===== config.mk =====
export PLATFORM = sky130hd
export DESIGN_NAME = cdq_regs
export DESIGN_NICKNAME = d
export VERILOG_FILES = /design/src/cdq_pkg.sv /design/src/cdq_regs.sv
export SDC_FILE = /design/constraint.sdc
export NUM_CORES = 1
export LEC_CHECK = 0
export BUFFER_PORTS_ARGS = -buffer_cell sky130_fd_sc_hd__buf_2
export CAP_MARGIN = 10
export CELL_PAD_IN_SITES_DETAIL_PLACEMENT = 1
export CELL_PAD_IN_SITES_GLOBAL_PLACEMENT = 1
export CORE_MARGIN = 10
export CORE_UTILIZATION = 41
export CTS_BUF_LIST = sky130_fd_sc_hd__clkbuf_2
export CTS_CLUSTER_SIZE = 16
export DETAILED_ROUTE_END_ITERATION = 10
export GPL_TIMING_DRIVEN = 0
export PLACE_DENSITY_LB_ADDON = 0.1
export SLEW_MARGIN = 20
export SYNTH_ARGS = -nofsm -noshare
export SYNTH_HDL_FRONTEND = slang
export SYNTH_SLANG_ARGS = --single-unit
export TNS_END_PERCENT = 50

===== constraint.sdc =====
create_clock -name clock -period 3.7 [get_ports clock]
set_input_delay 0.555 -clock clock [delete_from_list [all_inputs] [get_ports clock]]
set_output_delay 0.555 -clock clock [all_outputs]
set_load 0.005 [all_outputs]

===== src/cdq_pkg.sv =====
package cdq_pkg;

   localparam int FRAC_BITS = 16;
   localparam int ADDR_W = 5;
   localparam logic signed [31:0] SAT_MAX = 32'sh7fff_ffff;

   localparam logic [2:0] REG_BASE_X = 3'd0;
   localparam logic [2:0] REG_BASE_Y = 3'd1;
   localparam logic [2:0] REG_BASE_Z = 3'd2;
   localparam logic [2:0] REG_AXIS_X = 3'd3;
   localparam logic [2:0] REG_AXIS_Y = 3'd4;
   localparam logic [2:0] REG_AXIS_Z = 3'd5;
   localparam logic [2:0] REG_HEIGHT = 3'd6;
   localparam logic [2:0] REG_RADIUS = 3'd7;

   typedef struct packed {
      logic signed [31:0] base_x;
      logic signed [31:0] base_y;
      logic signed [31:0] base_z;
      logic signed [17:0] axis_x;
      logic signed [17:0] axis_y;
      logic signed [17:0] axis_z;
      logic [30:0]        cyl_height;
      logic [30:0]        cyl_radius;
   } cdq_cfg_type;

   localparam cdq_cfg_type CFG_RESET = '{
      base_x: 32'sd0,
      base_y: 32'sd0,
      base_z: 32'sd0,
      axis_x: 18'sd0,
      axis_y: 18'sd0,
      axis_z: 18'sd65536,
      cyl_height: 31'd65536,
      cyl_radius: 31'd65536
   };

endpackage


===== src/cdq_regs.sv =====
module cdq_regs (
   input  logic                       clock,
   input  logic                       reset,
   input  logic                       psel,
   input  logic                       penable,
   input  logic                       pwrite,
   input  logic [cdq_pkg::ADDR_W-1:0] paddr,
   input  logic [31:0]                pwdata,
   output logic [31:0]                prdata,
   output logic                       pready,
   output cdq_pkg::cdq_cfg_type       cfg
);
   import cdq_pkg::*;

   cdq_cfg_type cfg_ff;
   logic [2:0]  idx;
   logic        wr;

   assign idx    = paddr[ADDR_W-1:2];
   assign pready = 1'b1;
   assign wr     = psel && penable && pwrite && pready;
   assign cfg    = cfg_ff;

   always_ff @(posedge clock) begin
      if (reset) begin
         cfg_ff <= CFG_RESET;
      end else if (wr) begin
         unique case (idx)
            REG_BASE_X: cfg_ff.base_x <= pwdata;
            REG_BASE_Y: cfg_ff.base_y <= pwdata;
            REG_BASE_Z: cfg_ff.base_z <= pwdata;
            REG_AXIS_X: cfg_ff.axis_x <= pwdata[17:0];
            REG_AXIS_Y: cfg_ff.axis_y <= pwdata[17:0];
            REG_AXIS_Z: cfg_ff.axis_z <= pwdata[17:0];
            REG_HEIGHT: cfg_ff.cyl_height <= pwdata[30:0];
            REG_RADIUS: cfg_ff.cyl_radius <= pwdata[30:0];
            default: ;
         endcase
      end
   end

   always_comb begin
      unique case (idx)
         REG_BASE_X: prdata = cfg_ff.base_x;
         REG_BASE_Y: prdata = cfg_ff.base_y;
         REG_BASE_Z: prdata = cfg_ff.base_z;
         REG_AXIS_X: prdata = {14'b0, cfg_ff.axis_x};
         REG_AXIS_Y: prdata = {14'b0, cfg_ff.axis_y};
         REG_AXIS_Z: prdata = {14'b0, cfg_ff.axis_z};
         REG_HEIGHT: prdata = {1'b0, cfg_ff.cyl_height};
         REG_RADIUS: prdata = {1'b0, cfg_ff.cyl_radius};
         default:    prdata = '0;
      endcase
   end
endmodule


* Yosys cells after proc, flatten, opt, wreduce, memory -nomap -nowiden
Index checks and enable logic that the tools add are counted.
Cells by class: equality and inequality tests 7, reductions and logical operators 11, muxes and demuxes 1
Operator list (number):
- 32-bit case mux with 8 select lines | 1
- 2-bit AND reduction | 8
- 3-bit == test, second input constant | 4
- 3-bit by 2-bit == test with 1-bit output, second input constant | 2
- 3-bit by 1-bit == test with 1-bit output, second input constant | 1
- 3-bit logical NOT | 1
- 1-bit logical AND | 2
Word-level totals: word-level logic and storage cells 27, bits of input ports 42, bits in registers 212, output and inout port bits 245

* Longest topological paths before layout
Gate-level depths: netlist (run 1).
depth in word-level cells 3, depth in mapped cells 7

* Worst setup path after synthesis (run 1)
OpenSTA, ideal clock, no wires.
path type input to output, from input port paddr[3] (netlist bit), to output port prdata[10], arrival 1.659 ns, slack 1.486 ns, buffers on the path 2, stages on the path 6, data required time 3.145 ns, path through buf_4 > buf_4 > mux2_2 > a22o_1 > a221oi_1 > nor2_1
Between the ends: word-level cells in the longest chain between the ends 2, elaborated cells between the ends (all ways) 9
RTL lines:
- from (decl) | line cdq_regs.sv:7 | input logic [cdq_pkg::ADDR_W-1:0] paddr,
- 3-bit == test, or another cell as far along | line cdq_regs.sv:43 | unique case (idx)
- 32-bit case mux with 8 select lines (*) | line cdq_regs.sv:43
- to (decl) | line cdq_regs.sv:9 | output logic [31:0] prdata,
Mark *: on every way between the ends. The rest lies on a longest branch, timed or not.

* Worst setup path after layout (run 1)
from input port paddr[2] (netlist bit), to output port prdata[1]
The elaborated chain is that of the path after synthesis.

==> results of run 1 <==
[metrics by stage]
stage          hold slack, ns  instances  util, %
2_1_floorplan           0.462       1217        -
3_3_place_gp            0.454       1759     49.5
3_5_place_dp            0.460       1759     49.5
4_1_cts               0.00186       1886     53.0
5_1_grt                0.0169       1890     53.0
6_report               0.0550       1890     53.0
[synth_stat cells (all sizes together)]
library cell  instances
mux2i                42
nor3                  2
nor2                 56
a22o                 21
nand2               427
nand4                 1
dfxtp               212
buf                  84
nand2b                7
a211oi                1
and2                  1
or3                   3
nand3b                3
a32oi                 4
clkbuf               34
a21oi               231
conb                  1
o22ai                14
inv                  18
or2                   6
a221oi               31
nor2b                 4
nand4b                1
mux2                 13
[worst max-delay path: cells and delay by family]
kind | cells | cell delay, ns
buf+inv | 5 | 1.58
simple gates | 3 | 0.43
[routing by layer]
| metal | vias to the layer above | wire length, um |
|---|---|---|
| met3 | 77 | 4620 |
| li1 | 4784 | - |
| met4 | 0 | 1030 |
| met1 | 5110 | 18700 |
| met5 | - | 0 |
| met2 | 515 | 21200 |
[where the power goes]
part | switching (mW) | leakage (nW) | internal [mW] | total [mW]
logic | 0.277 | 3.01 | 0.121 | 0.398
registers | 0.0145 | 1.71 | 2.30 | 2.31
clock network | 1.02 | 0.387 | 0.608 | 1.63
[cell usage in the layout, fill, tap and decap left out, drive strengths merged, types with 3 or more instances in the layout]
master and n:
nand3b 3, diode 3, or2 6, nor2b 4, clkbuf 119, nor2 56
mux2i 42, nand2b 7, clkinv 13, a22o 21, buf 346, nand2 427
a221oi 31, a32oi 4, mux2 13, or3 3, inv 20, o22ai 14
a21oi 231, dlygate4sd3 28, dfxtp 212
[worst min path at each step]
stage,startpoint,to,depth (start not counted)
finish,pwdata[3],cfg[151],3
global route,pwdata[3],cfg[183],3
CTS,pwdata[3],cfg[119],3
detailed placement,cfg[69],cfg[69],2
global placement,cfg[63],cfg[63],2
floorplan,cfg[10],cfg[10],2
[cell families after synthesis]
logic type	Yosys count	synth area share, %
other cells	1	0.0405
mux	55	6.13
buf+inv	136	7.16
simple gates	511	22.0
flops	212	45.9
compound gates	302	18.8
[area by class of cell]
class / instances / share of cell area, %
clock inverters: 15 / 0.503
plain buffers: 118 / 5.09
flip-flops and latches: 212 / 36.3
diodes: 3 / 0.0643
repair buffers: 290 / 13.6
well taps: 280 / 3.00
multi-input cells: 869 / 37.2
inverters: 18 / 0.578
clock buffers: 85 / 3.64
==> qor.csv, run 1 <==
stage;metric;value;unit
flow_run;max cap viols;0;
cells_and_area;max reg flops;212;
routing;DR iter-0 viols;986;
global_route;largest net degree at the start of global routing;15;
die;Total Die Area;29000;sq um
critical_path;reg2reg path depth;2;
cells_and_area;fillers;2953;
die;Die Y;170;um
power;Pleak;5.11;nW
logic_synthesis;Post-Synthesis Cells;1217;
timing;Tightest Pin Transition;0.952;ns
global_route;GR Layer Usage met3;8.68;%
timing;PnR worst setup slack;0.584;ns
timing;Max Clk Rate;321;MHz
routing;routed wire length;45500;um
routing;post-DR vias/cell;5.55;
place;post-place setup slack;0.702;ns
cells_and_area;share of layout cells above drive strength 1;28.6;%
global_route;GRT busiest layer;met2;
place;dpl cell area;10900;sq um
place;I/O Buffers;262;
critical_path;crit path DAT;2.56;ns
critical_path;Worst setup endpoint;prdata[1];
critical_path;CP Max Fanout;10;
die;# IOs;287;
timing;setup violators final;0;
critical_path;Worst path max stage delay;0.75;ns
clocking;setup bufs post-CTS;0;
logic_synthesis;Syn. warnings;0;
timing;Pins Over Slew Limit;0;
critical_path;CP required;3.14;ns
die;core region area;22000;sq um
logic_synthesis;post-synth top area share;45.9;%
critical_path;Critical Path Sink Type;output pin;
global_route;GRT Resource Usage Total;30.0;%
critical_path;Reg-to-Reg End;cfg[17];
clocking;Num CTS Buffers;56;
cells_and_area;flip-flop and latch area;4240;sq um
die;Starting Density;42.0;%
global_route;initial antenna violation count;3;
timing;clk_skew;0;ns
timing;Slew headroom;36.6;%
place;routability cong.;0.900;
global_route;first-pass GRT wire length;65900;um
cells_and_area;multi-input logic area;4340;sq um
logic_synthesis;sequential area share after synthesis;45.9;%
logic_synthesis;Synth area leaders;dfxtp_1 (46%), nand2_1 (17%), a21oi_1 (13%);
critical_path;CP cell instances;buf_2 > buf_2 > or3_1 > buf_2 > buf_1 > nor2_1 > nor2_1 > buf_2;
power;maximum vdd drop;0.000270;V
cells_and_area;area delta synth->final;26.3;%
clocking;H-Tree Depth;2;
clocking;CTS tree;built;
routing;residual DRC count;0;
critical_path;Crit Path Class;in2out;
timing;Final Hold Vio Count;0;
logic_synthesis;Yosys reg bits;212;
run_status;status;completed;
clocking;Clock Latency Late Sink;0.85;ns
hold_path;worst hold path class;in2reg;
routing;ANT nets after route;0;
place;Detail Placement HPWL;32400;um
critical_path;Critical R2R Launch;cfg[17];
logic_synthesis;Cell Area, Synth;9250;sq um
global_route;met2 Use GR;49.2;%
cells_and_area;cell area after layout;11700;sq um
clocking;Clock Sinks;212;
cells_and_area;Nets;1607;
logic_synthesis;syn nets;1259;
die;row cnt;54;
critical_path;Slowest-stage cell, CP;buf_1;
global_route;vias in the first global route;10700;
global_route;met1 Usage GRT;37.1;%
timing;RSZ-0062 raised after global routing;no;
timing;Final TNS setup;0;ns
power;total power draw;4.34;mW
clocking;hold buffer count at CTS;27;
critical_path;Worst R2R Setup Slack;2.96;ns
routing;post-DR wirelength/cell;24.1;um
timing;fin crit period;3.12;ns
logic_synthesis;Netlist cell types;28;
routing;DR pass1 iterations;5;
die;Die Wd;170;um
logic_synthesis;syn_area_per_cell;7.60;sq um
clocking;clk slew on worst S/H paths;0.10;ns
clocking;clk root buf;clkbuf_2;
critical_path;most used cell, CP;buf_2;
clocking;Post-CTS Resized;0;
critical_path;worst setup path startpoint;paddr[2];
routing;DR vias;10500;
global_route;grt total ovfl;0;
power;Cell Pwr Density;372;nW/um^2
critical_path;Critical Path Start Type;input port;
clocking;Clock Path Buffers;3;
logic_synthesis;area leader, netlist;dfxtp_1;
timing;crit share post-route;84.2;%
(Power assumes the default switching activity.)
==> run 2, diff against run 1 <==
Settings changed: ABC_AREA from default to 1, CORE_UTILIZATION 41 to 37.
Clock period 3.7 ns to 3.2 ns, I/O delays scaled along.
==> run 2 against run 1 <==
Synthesized cell count rose by 16%; sequential share of layout area decreased by 0.66 points; hold slack improved by 0.071 ns; power increased by 17%; critical path depth unchanged; critical path type unchanged; largest cell class unchanged; largest power group unchanged; highest routed layer is now met5.
==> qor.csv, run 2 <==
stage;metric;value;unit;change
clocking;clk root buf;clkbuf_2;;
timing;Tightest Pin Transition;0.905;ns;-0.0470 ns
critical_path;Worst R2R Setup Slack;2.41;ns;-0.55 ns
logic_synthesis;ys flop type;dfxtp_1;;
timing;Max Clk Rate;362;MHz;
routing;post-DR vias/cell;5.57;;+0.48%
global_route;largest net degree at the start of global routing;15;;unchanged
flow_run;max cap viols;0;;unchanged
logic_synthesis;Syn. warnings;0;;unchanged
logic_synthesis;Netlist cell types;22;;-21%
power;Pleak;5.88;nW;+15%
logic_synthesis;syn nets;1448;;+15%
routing;post-DR wirelength/cell;23.7;um;-1.7%
logic_synthesis;Cell Area, Synth;9550;sq um;+3.3%
timing;Pins Over Slew Limit;0;;unchanged
clocking;Num CTS Buffers;58;;+3.6%
die;Die Wd;181;um;+6.2%
logic_synthesis;Post-Synthesis Cells;1406;;+16%
timing;Final Hold Vio Count;0;;unchanged
place;I/O Buffers;263;;+0.38%
cells_and_area;commonest non-fill, non-tap cell in the layout;nor2_1;;
die;Starting Density;37.7;%;-4.3 points
critical_path;CP Max Fanout;10;;unchanged
cells_and_area;multi-input logic area;4580;sq um;+5.4%
clocking;CTS tree;built;;
die;# IOs;287;;unchanged
logic_synthesis;Synth area leaders;dfxtp_1 (44%), nor2_1 (13%), o21ai_0 (9.6%);;
die;Total Die Area;32600;sq um;+13%
routing;DR iter-0 viols;1048;;+6.3%
cells_and_area;max reg flops;212;;unchanged
logic_synthesis;sequential area share after synthesis;44.4;%;-1.5 points
cells_and_area;non-filler cells in the finished layout;2111;;+12%
cells_and_area;flip-flop and latch area;4240;sq um;unchanged
logic_synthesis;Post-synth top cells;nor2_1 (339), dfxtp_1 (212), o21ai_0 (183);;
timing;fin crit period;2.76;ns;
hold_path;worst hold path class;in2reg;;
place;Inst Count DP;1999;;+14%
cells_and_area;share of layout cells above drive strength 1;23.5;%;-5.1 points
routing;ANT nets after route;0;;unchanged
routing;DR pass1 iterations;5;;unchanged
die;row cnt;58;;+7.4%
logic_synthesis;Yosys reg bits;212;;unchanged
critical_path;crit path DAT;2.28;ns;-0.28 ns
clocking;Clock Sinks;212;;unchanged
global_route;initial antenna violation count;3;;unchanged
logic_synthesis;syn_area_per_cell;6.79;sq um;-11%
cells_and_area;fillers;3522;;+19%
routing;residual DRC count;0;;unchanged
timing;Slew headroom;39.7;%;+3.1 points
die;Die Y;181;um;+6.2%
place;routability cong.;0.916;;+1.8%
routing;routed wire length;50000;um;+9.8%
clocking;Clock Path Buffers;3;;unchanged
global_route;vias in the first global route;11900;;+11%
timing;setup violators final;0;;unchanged
logic_synthesis;post-synth top area share;44.4;%;-1.5 points
clocking;Clock Latency Late Sink;0.82;ns;-0.03 ns
die;core region area;25300;sq um;+15%
power;maximum vdd drop;0.000197;V;-27%
timing;clk_skew;0;ns;unchanged
critical_path;CP required;2.72;ns;-0.42 ns
cells_and_area;most frequent cells in the layout;nor2_1 (339), buf_2 (303), dfxtp_1 (212), o21ai_0 (183), nand2_1 (177);;
timing;RSZ-0062 raised after global routing;no;;
timing;Final TNS setup;0;ns;unchanged
power;Cell Pwr Density;427;nW/um^2;+15%
clocking;clk slew on worst S/H paths;0.11;ns;about the same
critical_path;Crit Path Class;in2out;;
timing;crit share post-route;86.4;%;
logic_synthesis;number of enable flip-flop cells after synthesis;0;;unchanged
global_route;first-pass GRT wire length;74400;um;+13%
place;post-place setup slack;0.480;ns;-0.222 ns
critical_path;Critical Path Start Type;input port;;
timing;PnR worst setup slack;0.436;ns;-0.148 ns
global_route;GRT Resource Usage Total;29.0;%;-1.0 points
global_route;grt total ovfl;0;;unchanged
clocking;setup bufs post-CTS;0;;unchanged
logic_synthesis;FFs w/ async S/R, synth;0;%;unchanged
cells_and_area;area delta synth->final;24.5;%;
run_status;status;completed;;
cells_and_area;Final Util;47.0;%;-6.1 points
routing;DR vias;11800;;+12%
place;Detail Placement HPWL;37300;um;+15%
logic_synthesis;area leader, netlist;dfxtp_1;;
logic_synthesis;count leader, synth;nor2_1;;
critical_path;Critical Path Sink Type;output pin;;
clocking;H-Tree Depth;2;;unchanged
cells_and_area;Nets;1785;;+11%
run 2: kinds of logic after synthesis:
logic type / share of synthesized area (%)
and+or+nand+nor: 36.1
DFF: 44.4
buffers and inverters: 7.65
AOI/OAI and AO/OA: 11.8
other: 0.0393
run 2: path summary, 6_finish.rpt:
kind | start | to | depth (start not counted)
worst min-delay path | pwdata[16] | cfg[96] | 3
worst max register to register | cfg[130] | cfg[130] | 2
worst min register to register | cfg[27] | cfg[27] | 2
worst max-delay path | paddr[2] | prdata[18] | 8
run 2: per-stage QoR:
step                      power, mW  instance area (sq um)  hold slack, ns
final                          5.08                  11900           0.126
after global routing           5.26                  11900           0.114
after CTS                      5.09                  11900          0.0664
after detailed placement       3.23                  11300           0.495
after global placement         3.22                  11300           0.476
after floorplan                2.99                   9550           0.484
run 2: worst max-delay path, stage by stage:
cell and delay (ns):
buf_2 0.19, inv_2 0.06, nand3_1 0.23, clkbuf_1 0.72
o21ai_0 0.24, nor2_1 0.15, nand2_1 0.08, buf_2 0.13
run 2: repair_timing:
action	CTS	global route
endpoints found under the hold margin	68	0
gates resized for setup	0	0
hold buffers	14	0
run 2: per-layer routing:
metal	part of all wire, %	global-route usage, %
met3	9.0	7.09
met2	45	45.6
met4	2.7	9.15
met5	0.026	0
met1	43	38.1
run 2: cell type report:
| class | count | area share [%] |
|---|---|---|
| diodes | 3 | 0.0631 |
| clock inverters | 6 | 0.189 |
| flip-flops and latches | 212 | 35.7 |
| inverters | 41 | 1.29 |
| plain buffers | 136 | 4.85 |
| repair buffers | 277 | 12.2 |
| clock buffers | 89 | 3.74 |
| well taps | 330 | 3.47 |
| multi-input cells | 1017 | 38.5 |
run 2: where the power goes:
part / switching [mW] / internal (mW) / leakage [nW] / total [mW]
Clock: 1.17 / 0.716 / 0.379 / 1.88
Combinational: 0.373 / 0.120 / 3.79 / 0.493
Sequential: 0.0306 / 2.67 / 1.71 / 2.70
==> run 3, diff against run 2 <==
Clock period 3.2 ns to 2.7 ns, I/O delays scaled along.
==> run 3 against run 2 <==
Die area did not move; design area barely moved; critical endpoint unchanged; global-route usage did not move; power rose by 19%; via count rose by 0.37%; register-to-register slack got worse by 0.50 ns; sequential power rose by 19%; clock power rose by 19%; sequential share of layout area barely moved; clock skew did not move; non-clock buffer count rose by 1.
==> qor.csv, run 3 (same netlist as run 2, synthesis figures left out) <==
stage;metric;value;unit;change
global_route;grt total ovfl;0;;unchanged
critical_path;Critical R2R Launch;cfg[130];;
die;# IOs;287;;unchanged
place;I/O Buffers;263;;unchanged
routing;DR iter-0 viols;1081;;+3.1%
global_route;initial antenna violation count;3;;unchanged
critical_path;Worst path max stage delay;0.72;ns;about the same
cells_and_area;area delta synth->final;24.6;%;about the same
critical_path;Critical Path Start Type;input port;;
critical_path;CP Max Fanout;10;;unchanged
timing;Slew headroom;39.6;%;-0.11 points
power;maximum vdd drop;0.000236;V;+20%
critical_path;Worst setup endpoint;prdata[18];;
timing;Tightest Pin Transition;0.906;ns;+0.00167 ns
critical_path;Reg-to-Reg End;cfg[130];;
global_route;vias in the first global route;11900;;+0.025%
timing;Max Clk Rate;382;MHz;
die;Starting Density;37.7;%;unchanged
timing;RSZ-0062 raised after global routing;no;;
timing;clk_skew;0;ns;unchanged
critical_path;reg2reg path depth;2;;unchanged
cells_and_area;fillers;3521;;-0.028%
power;Cell Pwr Density;506;nW/um^2;+19%
critical_path;CP cell instances;buf_2 > inv_2 > nand3_1 > clkbuf_1 > o21ai_0 > nor2_1 > nand2_1 > buf_2;;
cells_and_area;most frequent cells in the layout;nor2_1 (339), buf_2 (303), dfxtp_1 (212), o21ai_0 (183), nand2_1 (177);;
die;core region area;25300;sq um;unchanged
critical_path;Crit Path Class;in2out;;
cells_and_area;Nets;1786;;+0.056%
clocking;CTS tree;built;;
routing;post-DR wirelength/cell;23.6;um;-0.21%
die;Die Y;181;um;unchanged
routing;DR pass1 iterations;7;;+2
die;Total Die Area;32600;sq um;unchanged
hold_path;worst hold path class;in2reg;;
cells_and_area;share of layout cells above drive strength 1;23.4;%;about the same
critical_path;Critical Path Sink Type;output pin;;
power;Pleak;5.88;nW;about the same
flow_run;max cap viols;0;;unchanged
critical_path;worst setup path startpoint;paddr[2];;
clocking;clk root buf;clkbuf_2;;
power;total power draw;6.02;mW;+19%
timing;fin crit period;2.62;ns;
clocking;Clock Sinks;212;;unchanged
routing;residual DRC count;0;;unchanged
timing;Final Hold Vio Count;0;;unchanged
cells_and_area;commonest non-fill, non-tap cell in the layout;nor2_1;;
clocking;H-Tree Depth;2;;unchanged
place;routability cong.;0.916;;unchanged
routing;routed wire length;49900;um;-0.16%
timing;crit share post-route;96.9;%;
critical_path;most used cell, CP;buf_2;;
global_route;first-pass GRT wire length;74400;um;about the same
clocking;Clock Latency Late Sink;0.82;ns;about the same
cells_and_area;max reg flops;212;;unchanged
clocking;setup bufs post-CTS;0;;unchanged
critical_path;Slowest-stage cell, CP;clkbuf_1;;
critical_path;crit path DAT;2.21;ns;-0.07 ns
global_route;largest net degree at the start of global routing;15;;unchanged
critical_path;CP required;2.30;ns;-0.42 ns
routing;ANT nets after route;0;;unchanged
routing;DR vias;11800;;+0.37%
global_route;GRT Resource Usage Total;29.0;%;unchanged
routing;post-DR vias/cell;5.59;;+0.33%
critical_path;Worst R2R Setup Slack;1.91;ns;-0.50 ns
timing;Final TNS setup;0;ns;unchanged
clocking;Clock Path Buffers;3;;unchanged
timing;setup violators final;0;;unchanged
clocking;clk slew on worst S/H paths;0.12;ns;about the same
clocking;Num CTS Buffers;58;;unchanged
place;Detail Placement HPWL;37300;um;unchanged
die;row cnt;58;;unchanged
run_status;status;completed;;
timing;Pins Over Slew Limit;0;;unchanged
die;Die Wd;181;um;unchanged
-- run 3: cell types whose count changed in the layout (fill, tap and decap cells not counted), sizes merged --
cell	before	now
dlygate4sd3	14	15
-- run 3: per-layer routing --
| layer | track usage (%) | wire length, um |
|---|---|---|
| met4 | 9.15 | 1290 |
| met5 | 0 | 13 |
| met1 | 38.1 | 21600 |
| met2 | 45.6 | 22600 |
| met3 | 7.05 | 4440 |
-- run 3: cell type report --
cell class | instances | area [sq um] | share of cell area, %
well taps | 330 | 413 | 3.47
diodes | 3 | 7.51 | 0.0630
multi-input cells | 1017 | 4580 | 38.4
plain buffers | 136 | 577 | 4.84
repair buffers | 278 | 1470 | 12.3
clock inverters | 6 | 22.5 | 0.189
inverters | 41 | 154 | 1.29
flip-flops and latches | 212 | 4240 | 35.6
clock buffers | 89 | 445 | 3.74
-- run 3: power by group --
part | switching [mW] | total, mW | leakage (nW) | internal, mW
clock | 1.39 | 2.24 | 0.379 | 0.848
sequential | 0.0364 | 3.20 | 1.71 | 3.17
combinational | 0.441 | 0.584 | 3.79 | 0.143
total | 1.87 | 6.02 | 5.88 | 4.16
-- run 3: worst min path at each step --
stage / from / endpoint / depth (start not counted)
2_1_floorplan: cfg[78] / cfg[78] / 2
3_3_place_gp: cfg[78] / cfg[78] / 2
3_5_place_dp: cfg[27] / cfg[27] / 2
4_1_cts: pwdata[17] / cfg[48] / 3
5_1_grt: pwdata[12] / cfg[43] / 3
6_report: pwdata[12] / cfg[43] / 3
-- run 3: worst max-delay path, delay by kind of cell --
kind            cells  cell delay (ns)
buf+inv             4             1.10
compound gates      1             0.24
simple gates        3             0.46
-- run 3: timing repair --
item	in CTS	in global routing
gates resized for setup	0	0
hold endpoints to repair	70	0
hold buffers	15	0
-- run 3: metrics by stage --
stage,util (%),setup slack [ns],cells,area [sq um],hold WS [ns]
2_1_floorplan,-,0.891,1406,9550,0.484
3_3_place_gp,44.5,0.169,1999,11300,0.476
3_5_place_dp,44.5,0.130,1999,11300,0.495
4_1_cts,47.0,0.132,2109,11900,0.0246
5_1_grt,47.0,0.0570,2111,11900,0.0672
6_report,47.0,0.0848,2112,11900,0.0876
